--- config.mk ---
export PLATFORM = sky130hd
export DESIGN_NAME = stroke_font_segment_generator_unit
export DESIGN_NICKNAME = d
export VERILOG_FILES = /design/src/rtl/core/sfsg_pkg.sv /design/src/rtl/core/stroke_font_segment_generator_unit.sv /design/src/rtl/core/sfsg_glyph_rom.sv
export SDC_FILE = /design/constraint.sdc
export NUM_CORES = 2
export LEC_CHECK = 0
export BUFFER_PORTS_ARGS = -buffer_cell sky130_fd_sc_hd__buf_2
export CAP_MARGIN = 20
export CORE_AREA = 2 2 291 235
export CTS_CLUSTER_SIZE = 10
export DETAILED_ROUTE_END_ITERATION = 10
export DIE_AREA = 0 0 293 237
export PLACE_DENSITY = 0.95
export RECOVER_POWER = 50
export SYNTH_ARGS = -nofsm -noshare
export SYNTH_HDL_FRONTEND = slang
export SYNTH_MEMORY_MAX_BITS = 65536
export SYNTH_SLANG_ARGS = --single-unit
--- constraint.sdc ---
create_clock -name clk -period 17 [get_ports clk]
set_input_delay 0.85 -clock clk [delete_from_list [all_inputs] [get_ports clk]]
set_output_delay 0.85 -clock clk [all_outputs]
set_load 0.1 [all_outputs]
--- src/rtl/core/sfsg_pkg.sv ---
`timescale 1ns / 1ps

package sfsg_pkg;

	localparam int COORD_BITS = 24;
	localparam int SEG_COUNT  = 30;
	localparam int SEG_IDX_W  = 5;
	localparam int HEIGHT_W   = 16;
	localparam int COLOR_W    = 24;
	localparam int MODE_W     = 2;
	localparam int UNIT_W     = 12;
	localparam int WIDTH_W    = 16;
	localparam int CODE_W     = 8;
	localparam int LEN_W      = 8;
	localparam int TERM_W     = 17;
	localparam int SUM_W      = 28;
	localparam int TEXT_W     = 27;
	localparam int CFG_IDX_W  = 2;
	localparam int CFG_DATA_W = 24;

	// Division by 18 as a multiply by a rounded-up reciprocal; exact for
	// dividends below 2**21.
	localparam logic [17:0] RECIP_18    = 18'd233017;
	localparam int          RECIP_SHIFT = 22;

	localparam logic [UNIT_W-1:0]  UNIT_RESET  = 12'd256;
	localparam logic [WIDTH_W-1:0] WIDTH_RESET = 16'd512;
	localparam logic [COLOR_W-1:0] COLOR_RESET = 24'hFFFFFF;

	localparam logic [CFG_IDX_W-1:0] REG_GLYPH_HEIGHT  = 2'd0;
	localparam logic [CFG_IDX_W-1:0] REG_STROKE_COLOR  = 2'd1;
	localparam logic [CFG_IDX_W-1:0] REG_ALIGN_MODE    = 2'd2;
	localparam logic [CFG_IDX_W-1:0] REG_BASELINE_MODE = 2'd3;

	localparam logic [MODE_W-1:0] ALIGN_CENTER    = 2'd1;
	localparam logic [MODE_W-1:0] ALIGN_RIGHT     = 2'd2;
	localparam logic [MODE_W-1:0] BASELINE_MIDDLE = 2'd1;
	localparam logic [MODE_W-1:0] BASELINE_BOTTOM = 2'd2;

	localparam logic [CODE_W-1:0] CHAR_LOWER_A = 8'd97;
	localparam logic [CODE_W-1:0] CHAR_LOWER_Z = 8'd122;
	localparam logic [CODE_W-1:0] CASE_OFFSET  = 8'd32;

	localparam logic signed [SUM_W-1:0] COORD_MAX =
		SUM_W'((64'sd1 <<< (COORD_BITS - 1)) - 64'sd1);
	localparam logic signed [SUM_W-1:0] COORD_MIN = -COORD_MAX - SUM_W'(1);

	typedef enum logic [1:0] {
		ST_IDLE,
		ST_SETUP,
		ST_PLACE,
		ST_EMIT
	} sfsg_state_t;

	// Cell indices of a segment's endpoints; a coordinate is pen + (4*k+1)*unit.
	typedef struct packed {
		logic [2:0] sx;
		logic [2:0] sy;
		logic [2:0] ex;
		logic [2:0] ey;
	} seg_cell_t;

	function automatic seg_cell_t seg_cells(input logic [SEG_IDX_W-1:0] idx);
		seg_cell_t r;
		unique case (idx)
			5'd0:    r = '{3'd0, 3'd0, 3'd1, 3'd0};
			5'd1:    r = '{3'd1, 3'd0, 3'd2, 3'd0};
			5'd2:    r = '{3'd0, 3'd0, 3'd0, 3'd1};
			5'd3:    r = '{3'd0, 3'd1, 3'd1, 3'd0};
			5'd4:    r = '{3'd0, 3'd0, 3'd1, 3'd1};
			5'd5:    r = '{3'd1, 3'd0, 3'd1, 3'd1};
			5'd6:    r = '{3'd1, 3'd1, 3'd2, 3'd0};
			5'd7:    r = '{3'd1, 3'd0, 3'd2, 3'd1};
			5'd8:    r = '{3'd2, 3'd0, 3'd2, 3'd1};
			5'd9:    r = '{3'd0, 3'd1, 3'd0, 3'd2};
			5'd10:   r = '{3'd0, 3'd1, 3'd1, 3'd2};
			5'd11:   r = '{3'd1, 3'd1, 3'd1, 3'd2};
			5'd12:   r = '{3'd1, 3'd2, 3'd2, 3'd1};
			5'd13:   r = '{3'd2, 3'd1, 3'd2, 3'd2};
			5'd14:   r = '{3'd0, 3'd2, 3'd1, 3'd2};
			5'd15:   r = '{3'd1, 3'd2, 3'd2, 3'd2};
			5'd16:   r = '{3'd0, 3'd2, 3'd0, 3'd3};
			5'd17:   r = '{3'd0, 3'd3, 3'd1, 3'd2};
			5'd18:   r = '{3'd1, 3'd2, 3'd1, 3'd3};
			5'd19:   r = '{3'd1, 3'd2, 3'd2, 3'd3};
			5'd20:   r = '{3'd2, 3'd2, 3'd2, 3'd3};
			5'd21:   r = '{3'd0, 3'd3, 3'd0, 3'd4};
			5'd22:   r = '{3'd0, 3'd4, 3'd1, 3'd3};
			5'd23:   r = '{3'd0, 3'd3, 3'd1, 3'd4};
			5'd24:   r = '{3'd1, 3'd3, 3'd1, 3'd4};
			5'd25:   r = '{3'd1, 3'd4, 3'd2, 3'd3};
			5'd26:   r = '{3'd1, 3'd3, 3'd2, 3'd4};
			5'd27:   r = '{3'd2, 3'd3, 3'd2, 3'd4};
			5'd28:   r = '{3'd0, 3'd4, 3'd1, 3'd4};
			5'd29:   r = '{3'd1, 3'd4, 3'd2, 3'd4};
			default: r = '0;
		endcase
		return r;
	endfunction

	function automatic logic [SEG_COUNT-1:0] gb(input int n);
		return SEG_COUNT'(1) << n;
	endfunction

	// Glyph table; every code without an entry, including all codes above 127, is blank.
	function automatic logic [SEG_COUNT-1:0] glyph_bits(input logic [CODE_W-1:0] code);
		logic [SEG_COUNT-1:0] r;
		unique case (code)
			8'd33:   r = gb(5) | gb(11) | gb(24);
			8'd34:   r = gb(5) | gb(8);
			8'd39:   r = gb(5);
			8'd40:   r = gb(3) | gb(9) | gb(16) | gb(23);
			8'd41:   r = gb(7) | gb(13) | gb(20) | gb(25);
			8'd42:   r = gb(10) | gb(11) | gb(12) | gb(14) | gb(15) | gb(17) | gb(18)
				| gb(19);
			8'd44:   r = gb(22);
			8'd45:   r = gb(15) | gb(14);
			8'd46:   r = gb(22) | gb(23);
			8'd47:   r = gb(8) | gb(12) | gb(18) | gb(22);
			8'd48:   r = gb(3) | gb(7) | gb(9) | gb(12) | gb(13) | gb(16) | gb(17) | gb(20)
				| gb(23) | gb(25);
			8'd49:   r = gb(3) | gb(5) | gb(11) | gb(18) | gb(24) | gb(28) | gb(29);
			8'd50:   r = gb(3) | gb(1) | gb(8) | gb(13) | gb(15) | gb(17) | gb(21) | gb(28)
				| gb(29);
			8'd51:   r = gb(0) | gb(7) | gb(13) | gb(15) | gb(20) | gb(25) | gb(28);
			8'd52:   r = gb(3) | gb(9) | gb(14) | gb(15) | gb(11) | gb(18) | gb(24);
			8'd53:   r = gb(0) | gb(1) | gb(2) | gb(9) | gb(14) | gb(19) | gb(27) | gb(28)
				| gb(29);
			8'd54:   r = gb(0) | gb(1) | gb(2) | gb(9) | gb(14) | gb(19) | gb(27) | gb(28)
				| gb(29) | gb(16) | gb(21);
			8'd55:   r = gb(0) | gb(1) | gb(8) | gb(12) | gb(18) | gb(24);
			8'd56:   r = gb(0) | gb(1) | gb(2) | gb(8) | gb(9) | gb(13) | gb(14) | gb(15)
				| gb(16) | gb(20) | gb(21) | gb(27) | gb(28) | gb(29);
			8'd57:   r = gb(0) | gb(1) | gb(2) | gb(8) | gb(9) | gb(13) | gb(14) | gb(15)
				| gb(20) | gb(27) | gb(28) | gb(29);
			8'd58:   r = gb(24) | gb(11);
			8'd59:   r = gb(22) | gb(11);
			8'd63:   r = gb(2) | gb(1) | gb(0) | gb(8) | gb(12) | gb(24);
			8'd65:   r = gb(1) | gb(3) | gb(8) | gb(9) | gb(13) | gb(14) | gb(15) | gb(16)
				| gb(20) | gb(21) | gb(27);
			8'd66:   r = gb(0) | gb(2) | gb(7) | gb(9) | gb(12) | gb(14) | gb(16) | gb(19)
				| gb(21) | gb(27) | gb(28) | gb(29);
			8'd67:   r = gb(0) | gb(1) | gb(2) | gb(9) | gb(16) | gb(21) | gb(28) | gb(29);
			8'd68:   r = gb(0) | gb(2) | gb(7) | gb(9) | gb(13) | gb(16) | gb(20) | gb(21)
				| gb(25) | gb(28);
			8'd69:   r = gb(0) | gb(1) | gb(2) | gb(9) | gb(14) | gb(16) | gb(21) | gb(28)
				| gb(29);
			8'd70:   r = gb(0) | gb(1) | gb(2) | gb(9) | gb(14) | gb(16) | gb(21);
			8'd71:   r = gb(0) | gb(1) | gb(2) | gb(8) | gb(9) | gb(15) | gb(16) | gb(20)
				| gb(21) | gb(25) | gb(28);
			8'd72:   r = gb(2) | gb(8) | gb(9) | gb(13) | gb(14) | gb(15) | gb(16) | gb(20)
				| gb(21) | gb(27);
			8'd73:   r = gb(0) | gb(1) | gb(5) | gb(11) | gb(18) | gb(24) | gb(28) | gb(29);
			8'd74:   r = gb(1) | gb(8) | gb(13) | gb(20) | gb(21) | gb(25) | gb(28);
			8'd75:   r = gb(2) | gb(9) | gb(16) | gb(21) | gb(14) | gb(12) | gb(19) | gb(8)
				| gb(27);
			8'd76:   r = gb(2) | gb(9) | gb(16) | gb(21) | gb(28) | gb(29);
			8'd77:   r = gb(2) | gb(9) | gb(16) | gb(21) | gb(8) | gb(13) | gb(20) | gb(27)
				| gb(0) | gb(1) | gb(5) | gb(11);
			8'd78:   r = gb(2) | gb(9) | gb(16) | gb(21) | gb(0) | gb(7) | gb(13) | gb(20)
				| gb(27);
			8'd79:   r = gb(2) | gb(9) | gb(16) | gb(21) | gb(8) | gb(13) | gb(20) | gb(27)
				| gb(0) | gb(1) | gb(28) | gb(29);
			8'd80:   r = gb(2) | gb(9) | gb(16) | gb(21) | gb(0) | gb(14) | gb(7) | gb(12);
			8'd81:   r = gb(2) | gb(9) | gb(16) | gb(21) | gb(8) | gb(13) | gb(20) | gb(0)
				| gb(1) | gb(28) | gb(25) | gb(26);
			8'd82:   r = gb(2) | gb(9) | gb(16) | gb(21) | gb(0) | gb(14) | gb(7) | gb(13)
				| gb(15) | gb(19) | gb(27);
			8'd83:   r = gb(0) | gb(1) | gb(2) | gb(9) | gb(14) | gb(15) | gb(20) | gb(27)
				| gb(28) | gb(29);
			8'd84:   r = gb(0) | gb(1) | gb(5) | gb(11) | gb(18) | gb(24);
			8'd85:   r = gb(2) | gb(9) | gb(16) | gb(21) | gb(8) | gb(13) | gb(20) | gb(27)
				| gb(28) | gb(29);
			8'd86:   r = gb(2) | gb(9) | gb(16) | gb(21) | gb(8) | gb(13) | gb(20) | gb(25)
				| gb(28);
			8'd87:   r = gb(2) | gb(9) | gb(16) | gb(21) | gb(8) | gb(13) | gb(20) | gb(25)
				| gb(28) | gb(18) | gb(24);
			8'd88:   r = gb(2) | gb(21) | gb(10) | gb(17) | gb(12) | gb(19) | gb(8) | gb(27);
			8'd89:   r = gb(2) | gb(10) | gb(18) | gb(12) | gb(24) | gb(8);
			8'd90:   r = gb(0) | gb(1) | gb(8) | gb(12) | gb(17) | gb(21) | gb(28) | gb(29);
			8'd91:   r = gb(0) | gb(2) | gb(9) | gb(16) | gb(21) | gb(28);
			8'd93:   r = gb(1) | gb(8) | gb(13) | gb(20) | gb(27) | gb(29);
			8'd95:   r = gb(28) | gb(29);
			default: r = '0;
		endcase
		return r;
	endfunction

	function automatic logic signed [COORD_BITS-1:0] sat_coord(
		input logic signed [SUM_W-1:0] v
	);
		logic signed [COORD_BITS-1:0] r;
		if (v > COORD_MAX) begin
			r = COORD_MAX[COORD_BITS-1:0];
		end else if (v < COORD_MIN) begin
			r = COORD_MIN[COORD_BITS-1:0];
		end else begin
			r = v[COORD_BITS-1:0];
		end
		return r;
	endfunction

endpackage

--- src/rtl/core/stroke_font_segment_generator_unit.sv ---
`timescale 1ns / 1ps

// Stroke font segment generator.
// Input channel s_*: one item per character. tuser flags the first character of
// a string, which also carries the anchor point and the string length. Output
// channel m_*: one item per line segment of the character's glyph, in segment
// order; tlast marks the last segment of a character. Blank characters give no
// output item but still advance the pen.
// Configuration: cfg_we writes cfg_wdata into register cfg_index (0 glyph
// height, 1 stroke color, 2 alignment mode, 3 baseline mode). Write only while
// idle. The height is converted to the glyph unit and stroke width on write.
// Timing: an accepted item passes the states ST_SETUP and ST_PLACE; the first
// segment is loaded into the output register in ST_EMIT, then one segment per
// cycle while the receiver is ready. A combinational priority encoder finds the
// lowest set glyph bit. The glyph table is read synchronously in the cycle after
// acceptance while the anchor placement product is formed.
// A stalled receiver holds the output register and the segment loop waits; the
// next character is accepted as soon as its predecessor's last segment has been
// loaded into the output register.
// Reset clears the pen to zero and loads the register defaults (height 18.0,
// white, left, top).

module stroke_font_segment_generator_unit
	import sfsg_pkg::*;
(
	input  logic                  clk,
	input  logic                  arst_n,
	input  logic                  cfg_we,
	input  logic [CFG_IDX_W-1:0]  cfg_index,
	input  logic [CFG_DATA_W-1:0] cfg_wdata,
	input  logic                  s_tvalid,
	output logic                  s_tready,
	// char_code [7:0], anchor_x [31:8], anchor_y [55:32], string_length [63:56]
	input  logic [63:0]           s_tdata,
	// string_start [0]
	input  logic                  s_tuser,
	output logic                  m_tvalid,
	input  logic                  m_tready,
	// seg_start_x [23:0], seg_start_y [47:24], seg_end_x [71:48],
	// seg_end_y [95:72], stroke_width [111:96], seg_color [135:112]
	output logic [135:0]          m_tdata,
	output logic                  m_tlast
);

	sfsg_state_t state_q, state_d;

	logic [UNIT_W-1:0]  unit_q;
	logic [WIDTH_W-1:0] width_q;
	logic [COLOR_W-1:0] color_q;
	logic [MODE_W-1:0]  align_q;
	logic [MODE_W-1:0]  baseline_q;

	logic signed [COORD_BITS-1:0] pen_x_q, pen_y_q;

	logic                         start_q;
	logic signed [COORD_BITS-1:0] anchor_x_q, anchor_y_q;
	logic [LEN_W-1:0]             len_q;
	logic signed [TEXT_W-1:0]     text_len_s1;
	logic [SEG_COUNT-1:0]         mask_q;

	logic                         out_valid_q;
	logic signed [COORD_BITS-1:0] out_sx_q, out_sy_q, out_ex_q, out_ey_q;
	logic [WIDTH_W-1:0]           out_width_q;
	logic [COLOR_W-1:0]           out_color_q;
	logic                         out_last_q;

	logic                 accept;
	logic                 load_seg;
	logic                 finish;
	logic                 out_free;
	logic [CODE_W-1:0]    in_code;
	logic [CODE_W-1:0]    code_up;
	logic [SEG_COUNT-1:0] rom_data;
	logic [SEG_IDX_W-1:0] seg_idx;
	logic [SEG_COUNT-1:0] mask_rest;
	seg_cell_t            cells;

	// Height to unit and width: (h + 9) / 18 and (2h + 9) / 18.
	logic [16:0] h_plus;
	logic [17:0] h2_plus;
	logic [34:0] unit_prod;
	logic [35:0] width_prod;

	assign h_plus     = {1'b0, cfg_wdata[HEIGHT_W-1:0]} + 17'd9;
	assign h2_plus    = {1'b0, cfg_wdata[HEIGHT_W-1:0], 1'b0} + 18'd9;
	assign unit_prod  = h_plus * RECIP_18;
	assign width_prod = h2_plus * RECIP_18;

	always_ff @(posedge clk or negedge arst_n) begin
		if (!arst_n) begin
			unit_q     <= UNIT_RESET;
			width_q    <= WIDTH_RESET;
			color_q    <= COLOR_RESET;
			align_q    <= '0;
			baseline_q <= '0;
		end else if (cfg_we) begin
			unique case (cfg_index)
				REG_GLYPH_HEIGHT: begin
					unit_q  <= UNIT_W'(unit_prod >> RECIP_SHIFT);
					width_q <= WIDTH_W'(width_prod >> RECIP_SHIFT);
				end
				REG_STROKE_COLOR:  color_q    <= cfg_wdata[COLOR_W-1:0];
				REG_ALIGN_MODE:    align_q    <= cfg_wdata[MODE_W-1:0];
				REG_BASELINE_MODE: baseline_q <= cfg_wdata[MODE_W-1:0];
				default: ;
			endcase
		end
	end

	assign in_code = s_tdata[7:0];
	assign code_up = (in_code >= CHAR_LOWER_A && in_code <= CHAR_LOWER_Z)
		? in_code - CASE_OFFSET : in_code;

	sfsg_glyph_rom u_rom (
		.clk     (clk),
		.rd_en   (accept),
		.rd_addr (code_up),
		.rd_data (rom_data)
	);

	// Lowest set bit of the remaining glyph mask.
	always_comb begin
		seg_idx = '0;
		for (int i = SEG_COUNT - 1; i >= 0; i--) begin
			if (mask_q[i]) begin
				seg_idx = SEG_IDX_W'(i);
			end
		end
	end

	assign mask_rest = mask_q & (mask_q - SEG_COUNT'(1));
	assign cells     = seg_cells(seg_idx);
	assign out_free  = !out_valid_q || m_tready;

	always_ff @(posedge clk or negedge arst_n) begin
		if (!arst_n) begin
			state_q <= ST_IDLE;
		end else begin
			state_q <= state_d;
		end
	end

	always_comb begin
		state_d  = state_q;
		s_tready = 1'b0;
		accept   = 1'b0;
		load_seg = 1'b0;
		finish   = 1'b0;
		unique case (state_q)
			ST_IDLE: begin
				s_tready = 1'b1;
				accept   = s_tvalid;
				if (s_tvalid) begin
					state_d = ST_SETUP;
				end
			end
			ST_SETUP: state_d = ST_PLACE;
			ST_PLACE: state_d = ST_EMIT;
			ST_EMIT: begin
				if (mask_q == '0) begin
					finish  = 1'b1;
					state_d = ST_IDLE;
				end else if (out_free) begin
					load_seg = 1'b1;
					if (mask_rest == '0) begin
						finish  = 1'b1;
						state_d = ST_IDLE;
					end
				end
			end
			default: state_d = ST_IDLE;
		endcase
	end

	// Capture the item.
	always_ff @(posedge clk) begin
		if (accept) begin
			start_q    <= s_tuser;
			anchor_x_q <= s_tdata[31:8];
			anchor_y_q <= s_tdata[55:32];
			len_q      <= s_tdata[63:56];
		end
	end

	// Text length (11*len - 1)*unit, formed while the glyph table is read.
	logic [12:0]        len11;
	logic signed [13:0] len_m1;

	assign len11  = {2'b00, len_q, 3'b000} + {4'b0000, len_q, 1'b0} + {5'b00000, len_q};
	assign len_m1 = $signed({1'b0, len11}) - 14'sd1;

	always_ff @(posedge clk) begin
		if (state_q == ST_SETUP) begin
			text_len_s1 <= TEXT_W'(len_m1) * TEXT_W'($signed({1'b0, unit_q}));
		end
	end

	always_ff @(posedge clk) begin
		if (state_q == ST_SETUP) begin
			mask_q <= rom_data;
		end else if (load_seg) begin
			mask_q <= mask_rest;
		end
	end

	// Pen placement and advance.
	logic signed [TEXT_W-1:0] x_adj;
	logic [16:0]              y_off;
	logic [15:0]              unit9;
	logic [15:0]              unit11;
	logic signed [SUM_W-1:0]  place_x, place_y, advance_x;

	assign unit9  = {1'b0, unit_q, 3'b000} + {4'b0000, unit_q};
	assign unit11 = unit9 + {3'b000, unit_q, 1'b0};

	always_comb begin
		if (align_q == ALIGN_CENTER) begin
			x_adj = text_len_s1 >>> 1;
		end else if (align_q == ALIGN_RIGHT) begin
			x_adj = text_len_s1;
		end else begin
			x_adj = '0;
		end
		if (baseline_q == BASELINE_MIDDLE) begin
			y_off = {1'b0, unit9};
		end else if (baseline_q == BASELINE_BOTTOM) begin
			y_off = {unit9, 1'b0};
		end else begin
			y_off = '0;
		end
	end

	assign place_x   = SUM_W'(anchor_x_q) - SUM_W'(x_adj);
	assign place_y   = SUM_W'(anchor_y_q) - SUM_W'(y_off);
	assign advance_x = SUM_W'(pen_x_q) + SUM_W'(unit11);

	always_ff @(posedge clk or negedge arst_n) begin
		if (!arst_n) begin
			pen_x_q <= '0;
			pen_y_q <= '0;
		end else if (state_q == ST_PLACE && start_q) begin
			pen_x_q <= sat_coord(place_x);
			pen_y_q <= sat_coord(place_y);
		end else if (finish) begin
			pen_x_q <= sat_coord(advance_x);
		end
	end

	// Endpoint offsets (4*k + 1)*unit.
	function automatic logic [TERM_W-1:0] cell_term(
		input logic [2:0]        k,
		input logic [UNIT_W-1:0] u
	);
		return TERM_W'({k, 2'b01}) * TERM_W'(u);
	endfunction

	logic signed [SUM_W-1:0] sx_sum, sy_sum, ex_sum, ey_sum;

	assign sx_sum = SUM_W'(pen_x_q) + SUM_W'(cell_term(cells.sx, unit_q));
	assign sy_sum = SUM_W'(pen_y_q) + SUM_W'(cell_term(cells.sy, unit_q));
	assign ex_sum = SUM_W'(pen_x_q) + SUM_W'(cell_term(cells.ex, unit_q));
	assign ey_sum = SUM_W'(pen_y_q) + SUM_W'(cell_term(cells.ey, unit_q));

	always_ff @(posedge clk or negedge arst_n) begin
		if (!arst_n) begin
			out_valid_q <= 1'b0;
		end else if (load_seg) begin
			out_valid_q <= 1'b1;
		end else if (m_tready) begin
			out_valid_q <= 1'b0;
		end
	end

	always_ff @(posedge clk) begin
		if (load_seg) begin
			out_sx_q    <= sat_coord(sx_sum);
			out_sy_q    <= sat_coord(sy_sum);
			out_ex_q    <= sat_coord(ex_sum);
			out_ey_q    <= sat_coord(ey_sum);
			out_width_q <= width_q;
			out_color_q <= color_q;
			out_last_q  <= (mask_rest == '0);
		end
	end

	assign m_tvalid = out_valid_q;
	assign m_tdata  = {out_color_q, out_width_q, out_ey_q, out_ex_q, out_sy_q, out_sx_q};
	assign m_tlast  = out_last_q;

endmodule

--- src/rtl/core/sfsg_glyph_rom.sv ---
`timescale 1ns / 1ps

module sfsg_glyph_rom
	import sfsg_pkg::*;
(
	input  logic                 clk,
	input  logic                 rd_en,
	input  logic [CODE_W-1:0]    rd_addr,
	output logic [SEG_COUNT-1:0] rd_data
);

	logic [SEG_COUNT-1:0] rd_data_q;

	// Synchronous read: data for an address appears the cycle after rd_en.
	always_ff @(posedge clk) begin
		if (rd_en) begin
			rd_data_q <= glyph_bits(rd_addr);
		end
	end

	assign rd_data = rd_data_q;

endmodule
-- Word level (Yosys, flattened, before mapping)
Memory sizes are Yosys's and may differ from the RTL's. A register that Yosys moved wholly into a read port is not among the register bits.
Cells that the tools add are included.
- add/sub/neg operators: 16
- $mul: 7
- divide/modulo/power cells: 0
- $lt $le $gt $ge: 16
- eq/ne operators: 13
- shifts and indexed selects: 0
- muxes and demuxes: 65
- bitwise operators: 1
- reduce and logical (&&, ||, !) cells: 16
- operators by type and width (kind ; count):
    $mux 24 ; 12
    $gt 25x24->1 const B ; 6
    $lt 25x24->1 const B ; 6
    $mux 5 ; 30
    $add 24x18->25 ; 4
    $mul 5x12->17 ; 4
    $logic_not 30->1 ; 2
    $mux 30 ; 2
    $mux 27 ; 2
    $mul 18x18->36 const B ; 1
    $mul 17x18->34 const B ; 1
    $mux 17 ; 2
    $and 30x30->30 ; 1
    $sub 30x1->30 const B ; 1
    $gt 28x24->1 const B ; 1
    $lt 28x24->1 const B ; 1
    $sub 24x27->28 ; 1
    $mul 14x13->27 ; 1
    $add 24x17->25 ; 1
    $sub 24x18->25 ; 1
    $add 17x4->18 const B ; 1
    $add 16x4->17 const B ; 1
    $add 15x12->16 ; 1
    $add 16x13->16 ; 1
    21 further kinds ; 50
- flip-flop bits (word level): 384
- bits in latches: 0
- memory bits (writable): 0
- memory bits (read-only): 3904
- input port bits: 96
- memories kept: 2
- memory list (name ; words ; bits a word ; read ports ; clocked after memory_dff ; write ports ; line ; text):
    (name not given) ; 128 ; 28 ; 1 ; 1 ; 0 ; sfsg_pkg.sv:108 ; unique case (code)
    (name not given) ; 32 ; 10 ; 1 ; 0 ; 0 ; sfsg_pkg.sv:65 ; unique case (idx)

-- Logic depth before layout (Yosys ltp)
An unclocked memory read counts as a cell.
- word-level depth: 35
- gate-level depth with buffers: 41
- gate-level depth less buffers: 39

-- Hierarchy
Synthesis repeated with hierarchy kept, for this count alone.
- cells, all modules: 4665
- area total of the unflattened synthesis: 44665.3 um^2
- modules (own cells, without submodules) (module ; instances ; cells each ; area an instance (um^2) ; seq. area each (um^2)):
    stroke_font_segment_generator_unit ; 1 ; 4375 ; 42171.7 ; 10137.2
    sfsg_glyph_rom ; 1 ; 290 ; 2493.6 ; 840.8

-- Worst setup path after synthesis
No wires, ideal clock.
- path kind: register -> register
- from: register len_q[0]
- to: register text_len_s1[26] (data pin)
- data arrival time: 8.107 ns
- data required time: 16.740 ns
- setup slack: 8.633 ns
- cell stages (with the launch flop): 35
- buffers on the path: 2
- period minus slack after synthesis: 8.367 ns
- cells stage by stage: edfxtp_1 > buf_1 > inv_1 > ha_1 > inv_1 > fa_1 > inv_1 > fa_1 > nor2b_1 > o21ai_0 > a21boi_0 > o21ai_0 > a21boi_0 > o21ai_0 > a21boi_0 > o21ai_0 > a21oi_1 > clkbuf_1 > o21ai_0 > fa_1 > inv_1 > fa_1 > fa_1 > inv_1 > fa_1 > inv_1 > fa_1 > ha_1 > o21a_1 > o31a_1 > o41ai_1 > o311ai_0 > a21o_1 > a21oi_1 > xnor2_1
- word-level cells in the longest chain between the ends: 4
- ends and longest elaborated chain (item ; line ; text):
    start, declared ; stroke_font_segment_generator_unit.sv:57 ; logic [LEN_W-1:0] len_q;
    start signal, assigned ; stroke_font_segment_generator_unit.sv:181 ; len_q <= s_tdata[63:56];
    $add 11x9->12 ; stroke_font_segment_generator_unit.sv:189 ; assign len11 = {2'b00, len_q, 3'b000} + {4'b0000, len_q, 1'b0} + {5'b00000, len_q};
    $add 12x8->13 * ; stroke_font_segment_generator_unit.sv:189 ;
    $sub 13x1->14 * ; stroke_font_segment_generator_unit.sv:190 ; assign len_m1 = $signed({1'b0, len11}) - 14'sd1;
    $mul 14x13->27 * ; stroke_font_segment_generator_unit.sv:194 ; text_len_s1 <= TEXT_W'(len_m1) * TEXT_W'($signed({1'b0, unit_q}));
    end signal, assigned ; stroke_font_segment_generator_unit.sv:194 ;
    end, declared ; stroke_font_segment_generator_unit.sv:58 ; logic signed [TEXT_W-1:0] text_len_s1;
Every way passes the cells marked *; elsewhere a longest branch is shown, timed or not.
A chain may end at the register's enable or synchronous reset.

-- Final worst setup path
- from: register len_q[0]
- to: register text_len_s1[20] (data pin)
Same word-level chain as after synthesis.

==> flow_metrics.tcl <==
set metrics [dict create \
    status "finished, violations left" \
    violations "capacitance limit, slew limit" \
    yosysMostFrequentCell "ha_1" \
    clk_path_buf_depth 3 \
    ys_seq_elements 382 \
    crit_path_frequent_cell "fa_1" \
    post_cts_buffers 0 \
    max_cap_violations 5 \
    fillers 4551 \
    root_buffer "clkbuf_16" \
    max-slew-margin-rel -2.10 \
    dp_hpwl_um 94800 \
    setup_slack_ps 6960 \
    core_area_um2 66700 \
    grt_pass1_vias 37300 \
    cts_hold_buffers 0 \
    syn_area_um2 45500 \
    htreeDepth 2 \
    num_vias 37200 \
    rsz0062_at_grt "no" \
    ff2ff_path_depth 32 \
    holdPathStages 1 \
    dpl_cell_area_um2 47400 \
    tightest_slew_ps 4650 \
    drc 0 \
    fin_area_um2 48600 \
    gp_routability_congestion 0.963 \
    drt_pass1_iterations 9 \
    syn_inst 4802 \
    synth_top_area_share 0.183 \
    fmax_ghz 0.0996 \
    io_pins 235 \
    initial_core_util 0.682 \
    cts_tree "yes" \
    min_period_ps 10040 \
    rows 85 \
    ys_seq_area_frac 0.241 \
    grt_pass1_wl_um 193000 \
    synth_top_area_cell "edfxtp_1" \
    setup_viol_count_final 0 \
    vias_per_cell 6.35 \
    areaGrowthSynthToFinish_pct 6.94 \
    synthDistinctLibCells 103 \
    synth-main-ff-cell "edfxtp_1" \
    nets 6090 \
    finalCritPeriodShare 0.590 \
    reg2reg_setup_slack_ps 6960 \
    final_util 0.729 \
    wire_per_inst_um 20.8 \
    die_width_um 293 \
    hold_viol 0 \
    portBuffers 232 \
    hp-start "s_tdata[56]" \
    r2r_start "len_q[0]$_DFFE_PP_" \
    slowest_delay_ps 760 \
    die_h_um 237 \
    path_max_fanout 13 \
    cp.arrival_ps 10370 \
    clock_skew_ps 48.2 \
    grt_overflow_total 0 \
    fin_tns_setup_ps 0 \
    yosys_warnings 0 \
    clock_sinks 382 \
    cts_resized 0 \
    hp-class "input port to flop" \
    synth_commonest_cells "ha_1 (657), inv_1 (644), nand2_1 (423), fa_1 (385), edfxtp_1 (277)" \
    report.final.slew_viol_count 318 \
    insertion_delay_ps 620 \
    synth-edff-count 277 \
    netlist_top_cells_area "edfxtp_1 (18%), ha_1 (18%), fa_1 (17%)" \
    antenna_found_initial 2 \
    critPathLaunchType "flop" \
    crit_required_ps 17330 \
    clkSlewWorstSetupHoldPaths_ps 60 \
    cp-end-kind "flop" \
    crit_type "flop to flop" \
    slowest_stage "edfxtp_1" \
    ant_nets 0 \
    synthArstFlopShare 0.275 \
    dp_slack_ps 7050 \
    cts_made_buffers 47 \
    drive_above_1_share 0.0593 \
    synth_area_per_cell_um2 9.47 \
    drt_wl_total_um 122000 \
    grt_max_degree 85 \
    drt_iter0_markers 3931 \
    dieArea_um2 69400 \
    gr-usage-all-layers 0.349 \
    crit_start "len_q[0]$_DFFE_PP_" \
]
cells in the final DEF (no fill, tap or decap), drive strengths merged, types with 44 or more instances in the layout:
cell type	n
a22oi	58
nor2	275
edfxtp	277
dfrtp	79
clkbuf	222
o21ai	244
buf	134
ha	657
a21oi	265
nand2	424
a21o	66
xnor2	176
o21a	44
nor3	76
o31ai	55
nand3	69
inv	647
nand2b	52
nor2b	49
xor2	99
fa	385
and2	107
o21bai	54
worst max-delay path, delay by kind of cell, from the launching register on:
kind                       cells  cell delay, ps
adders and majority gates      9            4140
AOI/OAI and AO/OA             14            3640
DFF                            1             760
buffers and inverters          6             630
and+or+nand+nor                2             490
xor gates and xnor gates       1              90
worst paths after layout:
kind	to
worst max-delay path	text_len_s1[20]$_DFFE_PP_
worst min-delay path	len_q[0]$_DFFE_PP_
worst max register to register	text_len_s1[20]$_DFFE_PP_
worst min register to register	out_width_q[10]$_DFFE_PP_
max in group asynchronous	m_tvalid$_DFFE_PN0P_
min in group asynchronous	pen_y_q[20]$_DFFE_PN0P_
sequential cells by signal (all words and copies together) (netlist names), 2 cells and up:
signal         cells
unit_q            12
pen_x_q           24
out_sx_q          24
state_q            2
len_q              8
out_sy_q          24
width_q           14
align_q            2
out_ey_q          24
color_q           24
anchor_x_q        24
pen_y_q           24
u_rom.rd_data     28
out_ex_q          24
mask_q            30
anchor_y_q        24
baseline_q         2
out_color_q       24
text_len_s1       27
out_width_q       14
layout make-up:
type | count | area [um2] | area share
multi-input cells | 3594 | 31400 | 0.645
flip-flops and latches | 382 | 11000 | 0.226
inverters | 647 | 2430 | 0.0499
repair buffers | 280 | 1360 | 0.0279
clock buffers | 76 | 1280 | 0.0264
well taps | 870 | 1090 | 0.0224
clock inverters | 12 | 129 | 0.00265
diodes | 3 | 7.51 | 0.000154
layer usage:
layer / global-route usage / vias to the layer above / share of wire / routed length, um
met5: 0 / - / 0.000057 / 7
met3: 0.0570 / 499 / 0.093 / 11300
met2: 0.576 / 2035 / 0.47 / 57400
met1: 0.458 / 17900 / 0.39 / 47300
met4: 0.145 / 2 / 0.049 / 5940
li1: - / 16800 / - / -
cell families (layout without fill, tap and decap cells):
kind of cell             Yosys count  in the layout  share of synthesized area
adder cells (fa/ha/maj)         1043           1043                      0.351
multiplexers                      28             28                    0.00677
flip-flops                       382            382                      0.241
AO/OA/AOI/OAI                   1051           1051                      0.153
XOR/XNOR                         275            275                     0.0530
other                              1              5                  0.0000825
AND/OR/NAND/NOR                 1195           1195                      0.126
buffers and inverters            827           1015                     0.0699
per-stage QoR:
step,hold WS [ps],std cells
6_report,401,5864
5_1_grt,395,5862
4_1_cts,212,5859
3_5_place_dp,432,5771
3_3_place_gp,431,5770
2_1_floorplan,425,4803
Power is not shown: default switching activity piles up to over one toggle a cycle in this logic, so the estimate is an artifact.
